[src/hw/rtl/imars_pkg.sv]
`timescale 1ns / 1ps

package imars_pkg;

  // Widest time and count values that any build of the block carries.
  localparam int TIME_W_MAX = 40;
  localparam int CNT_W_MAX  = 32;

  // Accumulator widths.
  localparam int SUM_BITS = 48;
  localparam int SQ_BITS  = 64;

  // Shared divider: dividend and divisor widths.
  localparam int DVD_BITS = 64;
  localparam int DVS_BITS = 33;

  // Depth of the queue between the front and the back.
  localparam int QUEUE_DEPTH = 2;

  // Configuration register indexes.
  localparam int CFG_IDX_BITS = 2;
  localparam logic [CFG_IDX_BITS-1:0] REG_START_OFFSET = 2'd0;
  localparam logic [CFG_IDX_BITS-1:0] REG_ZERO_SUB     = 2'd1;
  localparam logic [CFG_IDX_BITS-1:0] REG_MISSION      = 2'd2;

  localparam logic [31:0] MISSION_RESET = 32'd86400;

  // Configuration register file contents.
  typedef struct packed {
    logic [31:0] start_offset;
    logic [15:0] zero_sub;
    logic [31:0] mission_seconds;
  } cfg_t;

  // Statistics of one finished run, handed from the front to the back.
  typedef struct packed {
    logic [CNT_W_MAX-1:0]  count;
    logic [TIME_W_MAX-1:0] earliest;
    logic [TIME_W_MAX-1:0] dur_lo;
    logic [TIME_W_MAX-1:0] dur_hi;
    logic [SUM_BITS-1:0]   dur_total;
    logic [TIME_W_MAX-1:0] space_lo;
    logic [TIME_W_MAX-1:0] space_hi;
    logic [SUM_BITS-1:0]   space_total;
    logic [SQ_BITS-1:0]    sq_total;
  } snap_t;

  // Divider request and response.
  typedef struct packed {
    logic                start;
    logic [DVD_BITS-1:0] dividend;
    logic [DVS_BITS-1:0] divisor;
  } div_req_t;

  typedef struct packed {
    logic                busy;
    logic                done;
    logic [DVD_BITS-1:0] quotient;
  } div_rsp_t;

  // Clamp a wide value into a 32-bit result field.
  function automatic logic [31:0] sat32(input logic [63:0] v);
    return (|v[63:32]) ? 32'hFFFF_FFFF : v[31:0];
  endfunction

endpackage

[src/hw/rtl/imars_div.sv]
`timescale 1ns / 1ps

module imars_div (
  input  logic                clk,
  input  logic                rst,
  input  imars_pkg::div_req_t req,
  output imars_pkg::div_rsp_t rsp
);
  import imars_pkg::*;

  localparam int STEP_W = $clog2(DVD_BITS + 1);

  logic                busy;
  logic                done;
  logic [STEP_W-1:0]   steps;
  logic [DVD_BITS-1:0] quo;
  logic [DVS_BITS-1:0] rem;
  logic [DVS_BITS-1:0] dvs;
  logic [DVS_BITS:0]   trial;
  logic [DVS_BITS:0]   diff;
  logic                fits;

  // One restoring step: shift in the next dividend bit and try a subtract.
  assign trial = {rem, quo[DVD_BITS-1]};
  assign diff  = trial - {1'b0, dvs};
  assign fits  = (trial >= {1'b0, dvs});

  assign rsp.busy     = busy;
  assign rsp.done     = done;
  assign rsp.quotient = quo;

  // Control.
  always_ff @(posedge clk) begin
    if (rst) begin
      busy  <= 1'b0;
      done  <= 1'b0;
      steps <= '0;
    end else begin
      done <= 1'b0;
      if (!busy && req.start) begin
        busy  <= 1'b1;
        steps <= STEP_W'(DVD_BITS);
      end else if (busy) begin
        steps <= steps - 1'b1;
        if (steps == STEP_W'(1)) begin
          busy <= 1'b0;
          done <= 1'b1;
        end
      end
    end
  end

  // Datapath: the quotient bits shift in where the dividend shifts out.
  always_ff @(posedge clk) begin
    if (!busy && req.start) begin
      quo <= req.dividend;
      rem <= '0;
      dvs <= req.divisor;
    end else if (busy) begin
      quo <= {quo[DVD_BITS-2:0], fits};
      rem <= fits ? diff[DVS_BITS-1:0] : trial[DVS_BITS-1:0];
    end
  end

endmodule

[config.mk]
export PLATFORM = sky130hd
export DESIGN_NAME = imars_div
export DESIGN_NICKNAME = d
export VERILOG_FILES = /design/src/hw/rtl/imars_pkg.sv /design/src/hw/rtl/imars_div.sv
export SDC_FILE = /design/constraint.sdc
export NUM_CORES = 1
export LEC_CHECK = 0
export BUFFER_PORTS_ARGS = -buffer_cell sky130_fd_sc_hd__buf_2
export CORE_MARGIN = 1
export CORE_UTILIZATION = 40
export DETAILED_ROUTE_END_ITERATION = 16
export SYNTH_ARGS = -nofsm -noshare
export SYNTH_HDL_FRONTEND = slang
export SYNTH_SLANG_ARGS = --single-unit
[constraint.sdc]
create_clock -name clk -period 8.6 [get_ports clk]
set_input_delay 0.86 -clock clk [delete_from_list [all_inputs] [get_ports clk]]
set_output_delay 0.86 -clock clk [all_outputs]
set_load 0.005 [all_outputs]
======== After elaboration in Yosys (flattened, before gate mapping) ========
Index checks and enable logic that the tools add are counted.
storage, ports and cells
  register bits after elaboration ......... 139
  output and inout port bits .............. 66
  word-level logic and storage cells ...... 26
cells by class
  add/subtract/negate cells ............... 2
  $lt $le $gt $ge ......................... 1
  equal/unequal tests ..................... 1
  mux-type cells .......................... 9
  bitwise logic cells ..................... 1
  reduce and logical (&&, ||, !) cells .... 5
operators by type and width
  cell                                              count
  two-way mux 64 bit                                2
  greater-or-equal comparator 34 x 33 -> 1 bit      1
  two-way mux 33 bit                                1
  subtractor 33 bit                                 1
  two-way mux 7 bit                                 2
  == test 7 x 1 -> 1 bit, second input constant     1
  subtractor 7 x 1 -> 7 bit, second input constant  1
  two-way mux 1 bit                                 4
  OR reduction 3 bit                                1
  nonzero test 2 bit                                1
  OR reduction 2 bit                                1
  logical AND 1 bit                                 1
  zero test 1 bit                                   1
  inverter 1 bit                                    1

======== Longest topological paths before layout ========
Gate-level depths: netlist (run 1).
  word-level depth ........................ 4
  depth in mapped cells ................... 14

======== Worst setup path before layout (run 1) ========
Ideal clock, no wire load.
  path type ............................... input -> register
  start ................................... input port req[97] in the netlist's numbering
  end ..................................... register quo[0] (enable)
  library setup time ...................... 418 ps
  data arrival time ....................... 2817 ps
  data required time ...................... 8182 ps
  path slack .............................. 5365 ps
  cell stages on the path ................. 5
  cells stage by stage .................... clkbuf_1 -> nor2_1 -> clkbuf_1 -> buf_1 -> inv_1
on the way
  word-level cells in the longest chain between the ends .. 2
RTL lines
  what                          line             source
  start: declaration            imars_div.sv:6   input imars_pkg::div_req_t req,
  logical AND 1 bit             imars_div.sv:55  if (!busy && req.start) begin
  nonzero test 2 bit (no line)  -
  end signal: assignment        imars_div.sv:56  quo <= req.dividend;
  end signal: assignment        imars_div.sv:60  quo <= {quo[DVD_BITS-2:0], fits};
  end: declaration              imars_div.sv:16  logic [DVD_BITS-1:0] quo;
Every way passes these cells.
A chain may end at the register's enable or synchronous reset.

======== Final worst setup path (run 1) ========
  start ................................... register busy
  end ..................................... register quo[15], data pin
on the way
  word-level cells in the longest chain between the ends .. 3
RTL lines
  what                      line             source
  start: declaration        imars_div.sv:13  logic busy;
  start signal: assignment  imars_div.sv:35  busy <= 1'b0;
  start signal: assignment  imars_div.sv:41  busy <= 1'b1;
  start signal: assignment  imars_div.sv:46  busy <= 1'b0;
  zero test 1 bit           imars_div.sv:55
  logical AND 1 bit         imars_div.sv:55
  two-way mux 64 bit        imars_div.sv:55
Every way passes these cells.

==> run summary, run 1 <==
The synthesis-to-layout area growth was 21.09%. Endpoint class of the critical path: a register. The area share of the largest cell type after synthesis works out to 39.54%. The final route contains 5884 vias. After synthesis, the share of flip-flops with an asynchronous set or reset is 0%. The run gives 12350 µm as the detailed-placement wirelength estimate. In the synthesized netlist, the number of instances is 778. In this run, distinct cell masters in the synthesized netlist total 62. Measured along the x axis, the die boundary spans 137.7 µm. For this design the static power due to leakage is 4.125 nW.

Routability-driven placement finished with a final weighted congestion of 0.8145. For this run, the number of Yosys warnings is 0. The longest clock path from root to sink contains 2 buffers. The H-tree was split into 4 levels. The tightest min-delay check is of the register to register type. The slew of the pin with the lowest slew margin is 1.059 ns, and the max-slew headroom at the worst pin is 28.97%.

The initial antenna violation count was 0. Total of max-cap violations: 0. In the post-synthesis netlist, the biggest area contributors are edfxtp_1 (40%), nand2_1 (12%), dfxtp_1 (11%).

The run finished with clean final reports. The final max-slew violation count is 0. Worst reg2reg path startpoint: busy.

For the finished layout, the period the worst path requires is 3.577 ns. VDD sags by at most 0.1540 mV. The number of input and output port buffers inserted came out at 165. The run gives 18960 µm² as the die footprint. In this run the critical register-to-register path is captured at quo[15].

The timing startpoint of the critical path is busy. Setup repair after global routing left no endpoint under its margin. The instance count along the most critical hold path was 1; the number of synthesized flops with an enable pin was 97. The count of filler cells inserted in the layout is 1766. The layout net count was 1062.

Cell chosen for the clock root: clkbuf_16. The tools report the final routed DRC violation total as 0. The highest fanout seen on the critical path was 79. For the final-report hold violation count, the log shows 0. Across the routed clock network, the largest skew measured is 0.008845 ns.

TritonCTS built the clock tree. The setup violation total in the final timing report came out at 0. The clock-pin slew on the worst setup and hold paths was 0.06 ns. Entering global routing, the biggest net connects 80 pins. The depth of the most critical reg-to-reg path was 7. In this run, synthesis produced a sequential element count of 139.

The run gives 17 as the number of buffers added by the clock tree synthesis step. The top flip-flop cell by instance count after synthesis is edfxtp_1. The number of design-rule violations left by the first detailed-router iteration came out at 291. STA classifies the critical path startpoint as a register. For this design the ratio of total power to cell area is 292.8 nW/µm². The routed wirelength normalized by instance count is 15.19 µm. The worst hold path begins at steps[6].

The number of global-route vias before repair is 5664. The run gives 19.42% as the overall fraction of global-route tracks in use. For the starting utilization of the core area, the log shows 40.87%. The critical path is of the register to register type.

Hold-fix buffer count after cts: 0. Adding up every negative setup slack in the final design gives 0 ns. The logs give 49.49% for the final core area utilization and 6 for the total iterations of the first detailed-routing run.

The row count is 49. Using the TritonRoute via totals, the vias-per-cell ratio works out to 5.042. The number of antenna diodes in the final layout is 0.

After synthesis, the most frequently instantiated cells are nand2_1 (238), edfxtp_1 (97), inv_1 (47). The worst register-to-register path has a setup slack of 5.02 ns. The number of primary I/O pins was 166; the fraction of layout instances using a drive strength above 1 was 23.35%. The placed instances occupy a cell area of 8325 µm².

The synthesized area per cell was 9.469 µm²; the setup fix buffers added after clock tree synthesis was 0. Data arrives at the worst endpoint at 3.75 ns. Derived from the worst setup path, the maximum achievable clock frequency is 0.2796 GHz.

The core footprint was 18020 µm²; the total number of clock tree sinks was 139. In this run, post-CTS repair resized a total of 0 instances. The vertical extent of the die was 137.7 µm; the latest clock arrival within the worst-skew pair was 0.42 ns.

The required time at the worst-slack endpoint is 8.78 ns. In this run the cell area of the synthesized design comes to 7367 µm². The remaining antenna violation count is 0, and the final cycle utilization of the critical path is 41.60%. For the post-synthesis net count, the log shows 914. For this block, the routed nets add up to 17730 µm of wire. The most common cell in the netlist is nand2_1.

The first-pass GRT wire length came out at 28410 µm. The destination of the worst hold path is steps[6]. The part of the Yosys area used for sequential elements is 50.95%. Of all cell types, the one taking the most synthesized area is edfxtp_1.

The cell area after layout is 8921 µm². After global routing the overflow that remains totals 0.
worst max-delay path by stage:
| stage | to | slack, ns | cells past startpoint |
|---|---|---|---|
| floorplan | quo[0] | 5.36 | 5 |
| global placement | quo[19] | 5.04 | 7 |
| detailed placement | quo[44] | 4.93 | 7 |
| CTS | quo[44] | 4.92 | 7 |
| global route | quo[8] | 4.64 | 7 |
| finish | quo[15] | 5.02 | 7 |
placed cells by master (no fill, tap or decap), types with 4 or more instances in the layout:
cell         n
edfxtp_1    97
nor3_1       4
nand4_1      7
a211oi_1     5
mux2i_1      5
o21ai_0     17
nor2_1      22
buf_2      165
o22ai_1      5
buf_4        6
o211ai_1     4
nand2_1    237
clkbuf_16   17
xor2_1      18
nand3_1     21
inv_1       45
o21a_1       4
and3_1       6
ha_1        35
xnor2_1     16
a32oi_1      9
dfxtp_1     42
a31oi_1      6
o21ai_1      9
inv_6        4
a21o_1      17
o311ai_1    13
o31ai_1      4
a21oi_1     37
nor2b_1      5
metal layers:
layer	routed length, µm	part of all wire (%)	up-vias	track usage [%]
met4	151	0.85	0	5.193
met2	8209	46	150	31.07
met5	0	0	-	0
li1	-	-	3014	-
met3	1243	7.0	13	6.990
met1	8123	46	2707	24.68
stage by stage:
stage          cells  total power [mW]  hold WS, ns  setup slack [ns]
6_report        1167             2.612       0.4614             5.023
5_1_grt         1167             2.784       0.4849             4.644
4_1_cts         1167             2.632       0.4662             4.921
3_5_place_dp    1136             1.872       0.4526             4.925
3_3_place_gp    1136             1.870       0.4485             5.037
2_1_floorplan    778             1.666       0.4232             5.365
kinds of logic after synthesis:
kind of cell    after synthesis  synth area share (%)
xor+xnor                     34                 4.042
simple gates                322                 18.41
fa+ha+maj                    36                 6.216
flops                       139                 50.95
buf+inv                      90                 5.231
compound gates              152                 14.47
mux                           5                0.6794
critical path, cell delays in order, from the launching register on:
cell and delay (ns):
dfxtp_1 0.33, clkinv_1 0.82, nand2_2 0.24, buf_4 0.57, clkinv_2 0.52, buf_4 0.54
nand2_1 0.17, nand2_1 0.07
power by group:
group	switching, mW	leakage (nW)	internal [mW]
sequential	0.0862	1.31	0.856
clock	0.294	0.285	0.457
combinational	0.543	2.53	0.376
final cells by class:
class	instances	area [µm²]	area share (%)
inverters	48	181.4	2.034
well taps	229	286.5	3.212
multi-input cells	549	3233	36.24
clock inverters	13	166.4	1.865
repair buffers	171	870.8	9.762
flip-flops and latches	139	3754	42.08
clock buffers	18	429.2	4.811
sequential cells by signal, summed over array words and instances, names as in the netlist:
name,cells
busy,1
done,1
dvs,33
quo,64
rem,33
steps,7
(Power assumes the default switching activity.)
==> inputs of run 2 (changes only) <==
--- a/config.mk
+++ b/config.mk
@@ -5,6 +5,7 @@
 export SDC_FILE = /design/constraint.sdc
 export NUM_CORES = 1
 export LEC_CHECK = 0
+export ABC_AREA = 1
 export BUFFER_PORTS_ARGS = -buffer_cell sky130_fd_sc_hd__buf_2
 export CORE_MARGIN = 1
 export CORE_UTILIZATION = 40
==> constraint.sdc (replaced) <==
create_clock -name clk -period 3.6 [get_ports clk]
set_input_delay 0.36 -clock clk [delete_from_list [all_inputs] [get_ports clk]]
set_output_delay 0.36 -clock clk [all_outputs]
set_load 0.005 [all_outputs]
==> run 2 against run 1 <==
Highest routed layer is now met5. Clock-buffer cell count is 1 lower. Register-to-register slack worse by 4.0 ns. Die area is 15% higher. Clock power is 140% higher. Via count is 28% higher. Non-clock buffer count is 1 higher.
==> run summary, run 2 <==
The hold-fix buffer count after cts is 0 (unchanged). The async set-reset flop share out of synthesis works out to 0% (unchanged). The run gives 2.96 ns (-0.79 ns) as the data arrival at the endpoint of the critical path.

The final core area utilization was 49.47% (about the same). The number of vias per cell is 4.687 (-7.0%). The overall fraction of global-route tracks in use is 21.59% (+2.2 points). The maximum ir drop on the vdd rail was 0.3485 mV (+130%); the fraction of layout instances using a drive strength above 1 was 18.20% (-5.1 points).

Traced cell by cell, the critical path runs through inv_1 -> ha_1 -> inv_1 -> fa_1 -> nand3_1 -> nand3_2 -> nand2_2 -> nand2_2 -> nand2_4 -> nand2_8 -> nand2_1 -> nand3_1 -> nand2_1. The H-tree depth reported by CTS is 4 (unchanged), and the synthesized area per cell is 7.275 µm² (-23%). Routed wirelength normalized by instance count: 13.89 µm (-8.6%). The top cell types in the final layout, fill and taps aside, are nand2_1 (508), inv_1 (186), buf_2 (165), edfxtp_1 (97), nand3_1 (76). The run gives 0 (unchanged) as the final-report hold violation count. The tools report the reported leakage power as 5.385 nW (+31%). The cell total after placement was 1573 (+38%). The largest registers in the layout are quo x64, dvs x33, rem x33. The run gives 2078 (+18%) as the count of filler cells inserted in the layout. The register with the most flip-flops was quo. The run gives 47.78% (+19 points) as the max-slew headroom at the worst pin. The number of resized instances in the post-cts repair step is 0 (unchanged), and the number of input and output port buffers inserted is 165 (unchanged). In the synthesized netlist the dominant register cell turns out to be edfxtp_1.

The routability-driven placement congestion ratio is 0.9429 (+16%), and the row count is 52 (+6.1%). The first-pass GRT wire length is 36940 µm (+30%), and the filler-free cell count of the finished design is 1605 (+38%). The cell type of the slowest stage on the worst timing path is fa_1.

The tools report the setup fix buffers added after clock tree synthesis as 0 (unchanged). Maximum clock insertion buffer count: 2 (unchanged). The run gives 0 (unchanged) as the count of inserted antenna diode cells. The number of buffer and inverter stages on the critical path works out to 2 (-2). The leading cell type in the layout, fill and taps excluded is nand2_1.

The minimum period implied by the final worst setup slack works out to 2.587 ns (-0.9900 ns). The startpoint class of the critical path is a register. The kind of cell adding the most delay to the critical path was simple AND/OR/NAND/NOR gates. The number of buffers added by the clock tree synthesis step is 17 (unchanged), and the total power density per cell area is 735.6 nW/µm² (+150%). The tree is rooted in a clkbuf_16. The tools report the total number of clock tree sinks as 139 (unchanged). The final max-slew violation count is 0 (unchanged). The floorplan die width came out at 147.4 µm (+7.1%). The post-synthesis cell type count was 41 (-34%). The number of design-rule violations left by the first detailed-router iteration is 427 (+47%), and the number of global-route vias before repair is 7419 (+31%).

The clock-pin slew on the worst setup and hold paths is 0.08 ns (+0.02 ns), and the layout net count is 1458 (+37%). The post-synthesis net count was 1299 (+42%). For the peak clock frequency supported by timing, the log shows 0.3865 GHz (+38%). In the post-synthesis netlist, the cell with the most instances is nand2_1. The setup TNS after final layout was 0 ns (unchanged); the number of flip-flops in the largest register was 64 (unchanged). The critical path depth in cells is 13 (+6). TritonCTS built the clock tree.

The tools report the endpoint class of the critical path as a register. Final cycle utilization of the critical path: 71.86% (+30 points). The largest incremental delay on the critical path was 0.45 ns (-0.37 ns); the highest fanout seen on the critical path was 36 (-54%). The number of warnings issued by yosys came out at 0 (unchanged). Ranked by instance count, the synthesized netlist is headed by nand2_1 (509), inv_1 (188), edfxtp_1 (97). The logs give 0.01678 ns (+0.007934 ns) for the worst setup skew after layout and 8461 µm² (+15%) for the post-synthesis instance area. The run gives 22300 µm (+26%) as the wire length after detailed routing.

The depth of the most critical reg-to-reg path works out to 13 (+6). edfxtp_1 takes more of the synthesized area than any other cell. The tools report the starting utilization of the core area as 41.28% (+0.41 points). The part of the Yosys area used for sequential elements is 44.37% (-6.6 points), and the total of max-cap violations is 0 (unchanged). The run finished with clean final reports.

Final routed DRC violation total: 0 (unchanged). Remaining antenna violation count: 0 (unchanged). The latest clock arrival within the worst-skew pair was 0.44 ns (+0.02 ns); the detailed-placement wirelength estimate was 16190 µm (+31%). Area share of the largest cell type after synthesis: 34.43% (-5.1 points). The residual overflow from global routing is 0 (unchanged).

The number of synthesized flops with an enable pin is 97 (unchanged). The die footprint is 21740 µm² (+15%). Sorting the synthesized cells by area gives the leading types as edfxtp_1 (34%), nand2_1 (23%), dfxtp_1 (9.9%). Number of primary I/O pins: 166 (unchanged). Compared with the post-synthesis result, the final layout area differs by 19.83%. The required time at the worst-slack endpoint was 3.97 ns (-4.81 ns).

The tools report the core footprint as 20490 µm² (+14%). The total iterations of the first detailed-routing run is 5 (-1). The vertical extent of the die came out at 147.4 µm (+7.1%).

The critical path is of the register to register type. The slew of the pin with the lowest slew margin was 0.7822 ns (-0.2767 ns). The initial antenna violation count was 2 (+2); the maximum number of pins on one net before global-route repair was 74 (-7.5%).

The cell count after synthesis is 1163 (+49%). In this run the worst hold path is classified as input port to register. For the setup violation total in the final timing report, the log shows 0 (unchanged).

Setup repair after global routing left no endpoint under its margin. The instance count along the most critical hold path came out at 1 (unchanged). The tools report the number of vias after detailed routing as 7523 (+28%). The number of synthesized register bits works out to 139 (unchanged).
run 2: per-layer routing:
layer / routed length [µm] / global-route usage, % / up-vias
li1: - / - / 3913
met1: 10010 / 27.46 / 3352
met2: 10280 / 35.26 / 227
met3: 1664 / 6.852 / 27
met4: 314 / 5.876 / 4
met5: 27 / 0 / -
run 2: path summary, 6_finish.rpt:
check | start | end | slack (ns)
worst max register to register | quo[63] | rem[29] | 1.01
worst min register to register | rem[32] | rem[32] | 0.47
worst min-delay path | req[25] | dvs[25] | 0.09
worst max-delay path | quo[63] | rem[29] | 1.01
run 2: logic make-up (layout without fill, tap and decap cells):
family	count (synthesis)	count (layout)	share of synthesized area, %
simple gates	699	699	35.00
buf+inv	227	399	10.65
flops	139	139	44.37
compound gates	46	46	2.913
fa+ha+maj	36	36	5.413
xor+xnor	16	16	1.656
run 2: through the flow:
| step | instance area (µm²) | hold WS, ns | worst slack, ns | power [mW] |
|---|---|---|---|---|
| floorplan | 8461 | 0.4291 | 0.5321 | 4.861 |
| global placement | 9537 | 0.4545 | 1.127 | 5.606 |
| detailed placement | 9537 | 0.4560 | 1.019 | 5.620 |
| CTS | 10140 | 0.07068 | 1.011 | 7.496 |
| global route | 10140 | 0.06985 | 0.7970 | 8.070 |
| finish | 10140 | 0.09079 | 1.013 | 7.458 |
run 2: area by class of cell:
| cell class | count | area (µm²) | area share [%] |
|---|---|---|---|
| repair buffers | 172 | 903.4 | 8.910 |
| clock inverters | 15 | 176.4 | 1.740 |
| clock buffers | 17 | 425.4 | 4.196 |
| inverters | 195 | 733.2 | 7.232 |
| flip-flops and latches | 139 | 3754 | 37.02 |
| well taps | 270 | 337.8 | 3.332 |
| multi-input cells | 797 | 3809 | 37.57 |
run 2: report_power, final:
| part | switching [mW] | internal (mW) | leakage, nW |
|---|---|---|---|
| Sequential | 0.209 | 2.07 | 1.31 |
| Clock | 0.833 | 0.993 | 0.292 |
| Combinational | 2.14 | 1.21 | 3.78 |
==> inputs of run 3 (changes only) <==
==> constraint.sdc (replaced) <==
create_clock -name clk -period 2.6 [get_ports clk]
set_input_delay 0.26 -clock clk [delete_from_list [all_inputs] [get_ports clk]]
set_output_delay 0.26 -clock clk [all_outputs]
set_load 0.005 [all_outputs]
==> run 3 against run 2 <==
First-iteration DRC count up 10%. Non-clock buffer count up 38. Final area up 3.8%. Combinational power up 41%. Setup slack worse by 0.75 ns. Power up 40%. Clock skew down 0.0049 ns. Sequential share of layout area down 1.4 points. Clock power up 39%. Utilization up 1.9 points. Global-route usage up 0.30 points. Largest power group unchanged. Highest routed layer is now met4.
==> run summary, run 3 (same netlist as run 2, synthesis figures left out) <==
The number of primary I/O pins was 166 (unchanged); the number of design-rule violations left by the first detailed-router iteration was 470 (+10%). Final core area utilization: 51.36% (+1.9 points). The number of input and output port buffers inserted is 165 (unchanged), and the net switching component of the power is 4.332 mW (+36%). The logs give 0.44 ns (about the same) for the latest clock arrival within the worst-skew pair and 2.63 ns (-0.33 ns) for the data arrival at the endpoint of the critical path. The required time at the worst-slack endpoint was 2.89 ns (-1.08 ns); the H-tree depth reported by CTS was 4 (unchanged). Core footprint: 20490 µm² (unchanged). The initial antenna violation count is 0 (-2). The library cells used most frequently in the layout, excluding fill and tap cells, are nand2_1 (508), inv_1 (186), buf_2 (165), edfxtp_1 (97), nand3_1 (76).

The largest registers in the layout are quo x64, dvs x33, rem x33. For the final routed DRC violation total, the log shows 0 (unchanged). The slew of the pin with the lowest slew margin works out to 0.6906 ns (-0.09168 ns). The logs give 21.89% (+0.30 points) for the overall fraction of global-route tracks in use and 45.4% (+0.5 points) for the relative contribution of combinational cells to total power. The tools report the die footprint as 21740 µm² (unchanged). The cell chosen for the clock root was clkbuf_16. The setup TNS after final layout was 0 ns (unchanged); the minimum period implied by the final worst setup slack was 2.335 ns (-0.2522 ns). The peak clock frequency supported by timing is 0.4283 GHz (+11%), and the post-route worst hold slack is 0.03355 ns (-0.05724 ns).

The worst setup skew after layout is 0.01187 ns (-0.004904 ns). The number of buffers added by the clock tree synthesis step was 17 (unchanged). The run gives 6.083 mW (+42%) as the internal power contribution. The endpoint class of the critical path was a register.

The floorplan die width came out at 147.4 µm (unchanged). The detailed-placement wirelength estimate is 16440 µm (+1.5%). The logs give 1643 (+2.4%) for the filler-free cell count of the finished design and 0 (unchanged) for the setup fix buffers added after clock tree synthesis. The run finished with clean final reports. Number of vias after detailed routing: 7652 (+1.7%). The tools report the relative contribution of sequential cells to total power as 30.3% (-0.3 points). The number of vias per cell was 4.657 (-0.64%). The tools report the setup violation total in the final timing report as 0 (unchanged).

The run gives 0 (unchanged) as the final-report hold violation count. The count of inserted antenna diode cells is 0 (unchanged), and the total power density per cell area is 989.6 nW/µm² (+35%). The logs give 0.2651 ns (-0.7478 ns) for the final worst slack and 0 (unchanged) for the residual overflow from global routing. For the final max-slew violation count, the log shows 0 (unchanged). Leaving out fill and tap cells, the most frequent cell in the layout is nand2_1. The worst hold path belongs to the class input port to register. The total of max-cap violations was 0 (unchanged); the vertical extent of the die was 147.4 µm (unchanged).

The worst setup path is of the register to register kind. The final cycle utilization of the critical path is 89.81% (+18 points), and the layout net count is 1496 (+2.6%). The maximum ir drop on the vdd rail came out at 0.4492 mV (+29%). The total number of clock tree sinks was 139 (unchanged); the cell total after placement was 1578 (+0.32%). The number of flip-flops in the largest register works out to 64 (unchanged).

The switching part of the total power was 41.60% (-1.1 points); the maximum clock insertion buffer count was 2 (unchanged). For the worst slack at placement, the log shows 0.2180 ns (-0.8014 ns). The logs give 22300 µm (about the same) for the wire length after detailed routing and 24.3% (-0.2 points) for the portion of total power attributed to the clock network. TritonCTS built the clock tree. Ranked by flip-flop count, first place goes to quo. The cell area after layout came out at 10530 µm² (+3.8%). The tools report the maximum number of pins on one net before global-route repair as 67 (-9.5%). The tools report the startpoint class of the critical path as a register. The tools report the number of global-route vias before repair as 7559 (+1.9%). The highest fanout seen on the critical path works out to 17 (-53%). The fraction of layout instances using a drive strength above 1 works out to 17.99% (-0.21 points).

For the max-slew headroom at the worst pin, the log shows 53.96% (+6.2 points). The row count is 52 (unchanged). The logs give 10.42 mW (+40%) for the post-layout total power and 5.533 nW (+2.8%) for the reported leakage power.

Relative to the synthesized area, the layout overhead comes to 24.40%. The logs give 5 (unchanged) for the total iterations of the first detailed-routing run and 9587 µm² (+0.52%) for the area of placed instances. Setup repair after global routing left no endpoint under its margin. The clock-pin slew on the worst setup and hold paths is 0.06 ns (-0.02 ns), and the routed wirelength normalized by instance count is 13.57 µm (-2.3%). The tools report the first-pass GRT wire length as 37110 µm (+0.47%). The starting utilization of the core area was 41.28% (unchanged); the routability-driven placement congestion ratio was 0.9614 (+2.0%).

The remaining antenna violation count is 0 (unchanged).
## run 3: power by group through the flow
stage	clock, mW	combinational, mW	sequential, mW
floorplan	0	3.59	3.14
global placement	0	4.65	3.20
detailed placement	0	4.67	3.19
CTS	2.61	4.73	3.16
global route	2.69	5.41	3.22
finish	2.54	4.72	3.16
## run 3: path summary, 6_finish.rpt
path	cells after the start	end	slack, ns	startpoint
max	13	rem[8]	0.27	quo[63]
min	1	dvs[16]	0.03	req[16]
max reg2reg	13	rem[8]	0.27	quo[63]
min reg2reg	2	rem[32]	0.47	rem[32]
## run 3: timing repair
| item | 4_1_cts | 5_1_grt |
|---|---|---|
| gates resized for setup | 0 | 1 |
| hold buffers | 33 | 0 |
| setup endpoints to repair | 0 | 4 |
| hold endpoints to repair | 33 | 0 |
## run 3: worst max-delay path, stage by stage, from the launching register on
cell	delay, ns
edfxtp_1	0.39
inv_1	0.09
ha_1	0.14
inv_1	0.08
fa_1	0.43
nand3_1	0.12
nand3_2	0.12
nand2_2	0.09
nand2_2	0.09
nand2_8	0.16
buf_4	0.22
nand3_1	0.09
nand3_1	0.08
o21ai_1	0.07
## run 3: layout make-up
| cell class | instances | area, µm² |
|---|---|---|
| fill | 2057 | 9970 |
| multi-input combinational | 797 | 3817 |
| sequential | 139 | 3754 |
| timing repair buffer | 210 | 1284 |
| inverter | 195 | 733.2 |
| clock buffer | 18 | 429.2 |
| tap | 270 | 337.8 |
| clock inverter | 14 | 170.2 |
## run 3: metal layers
layer / wire length (µm) / GRT usage, % / vias to the layer above
li1: - / - / 3991
met1: 10110 / 28.09 / 3415
met2: 10220 / 35.64 / 217
met3: 1571 / 5.802 / 29
met4: 400 / 7.474 / 0
met5: 0 / 0 / -
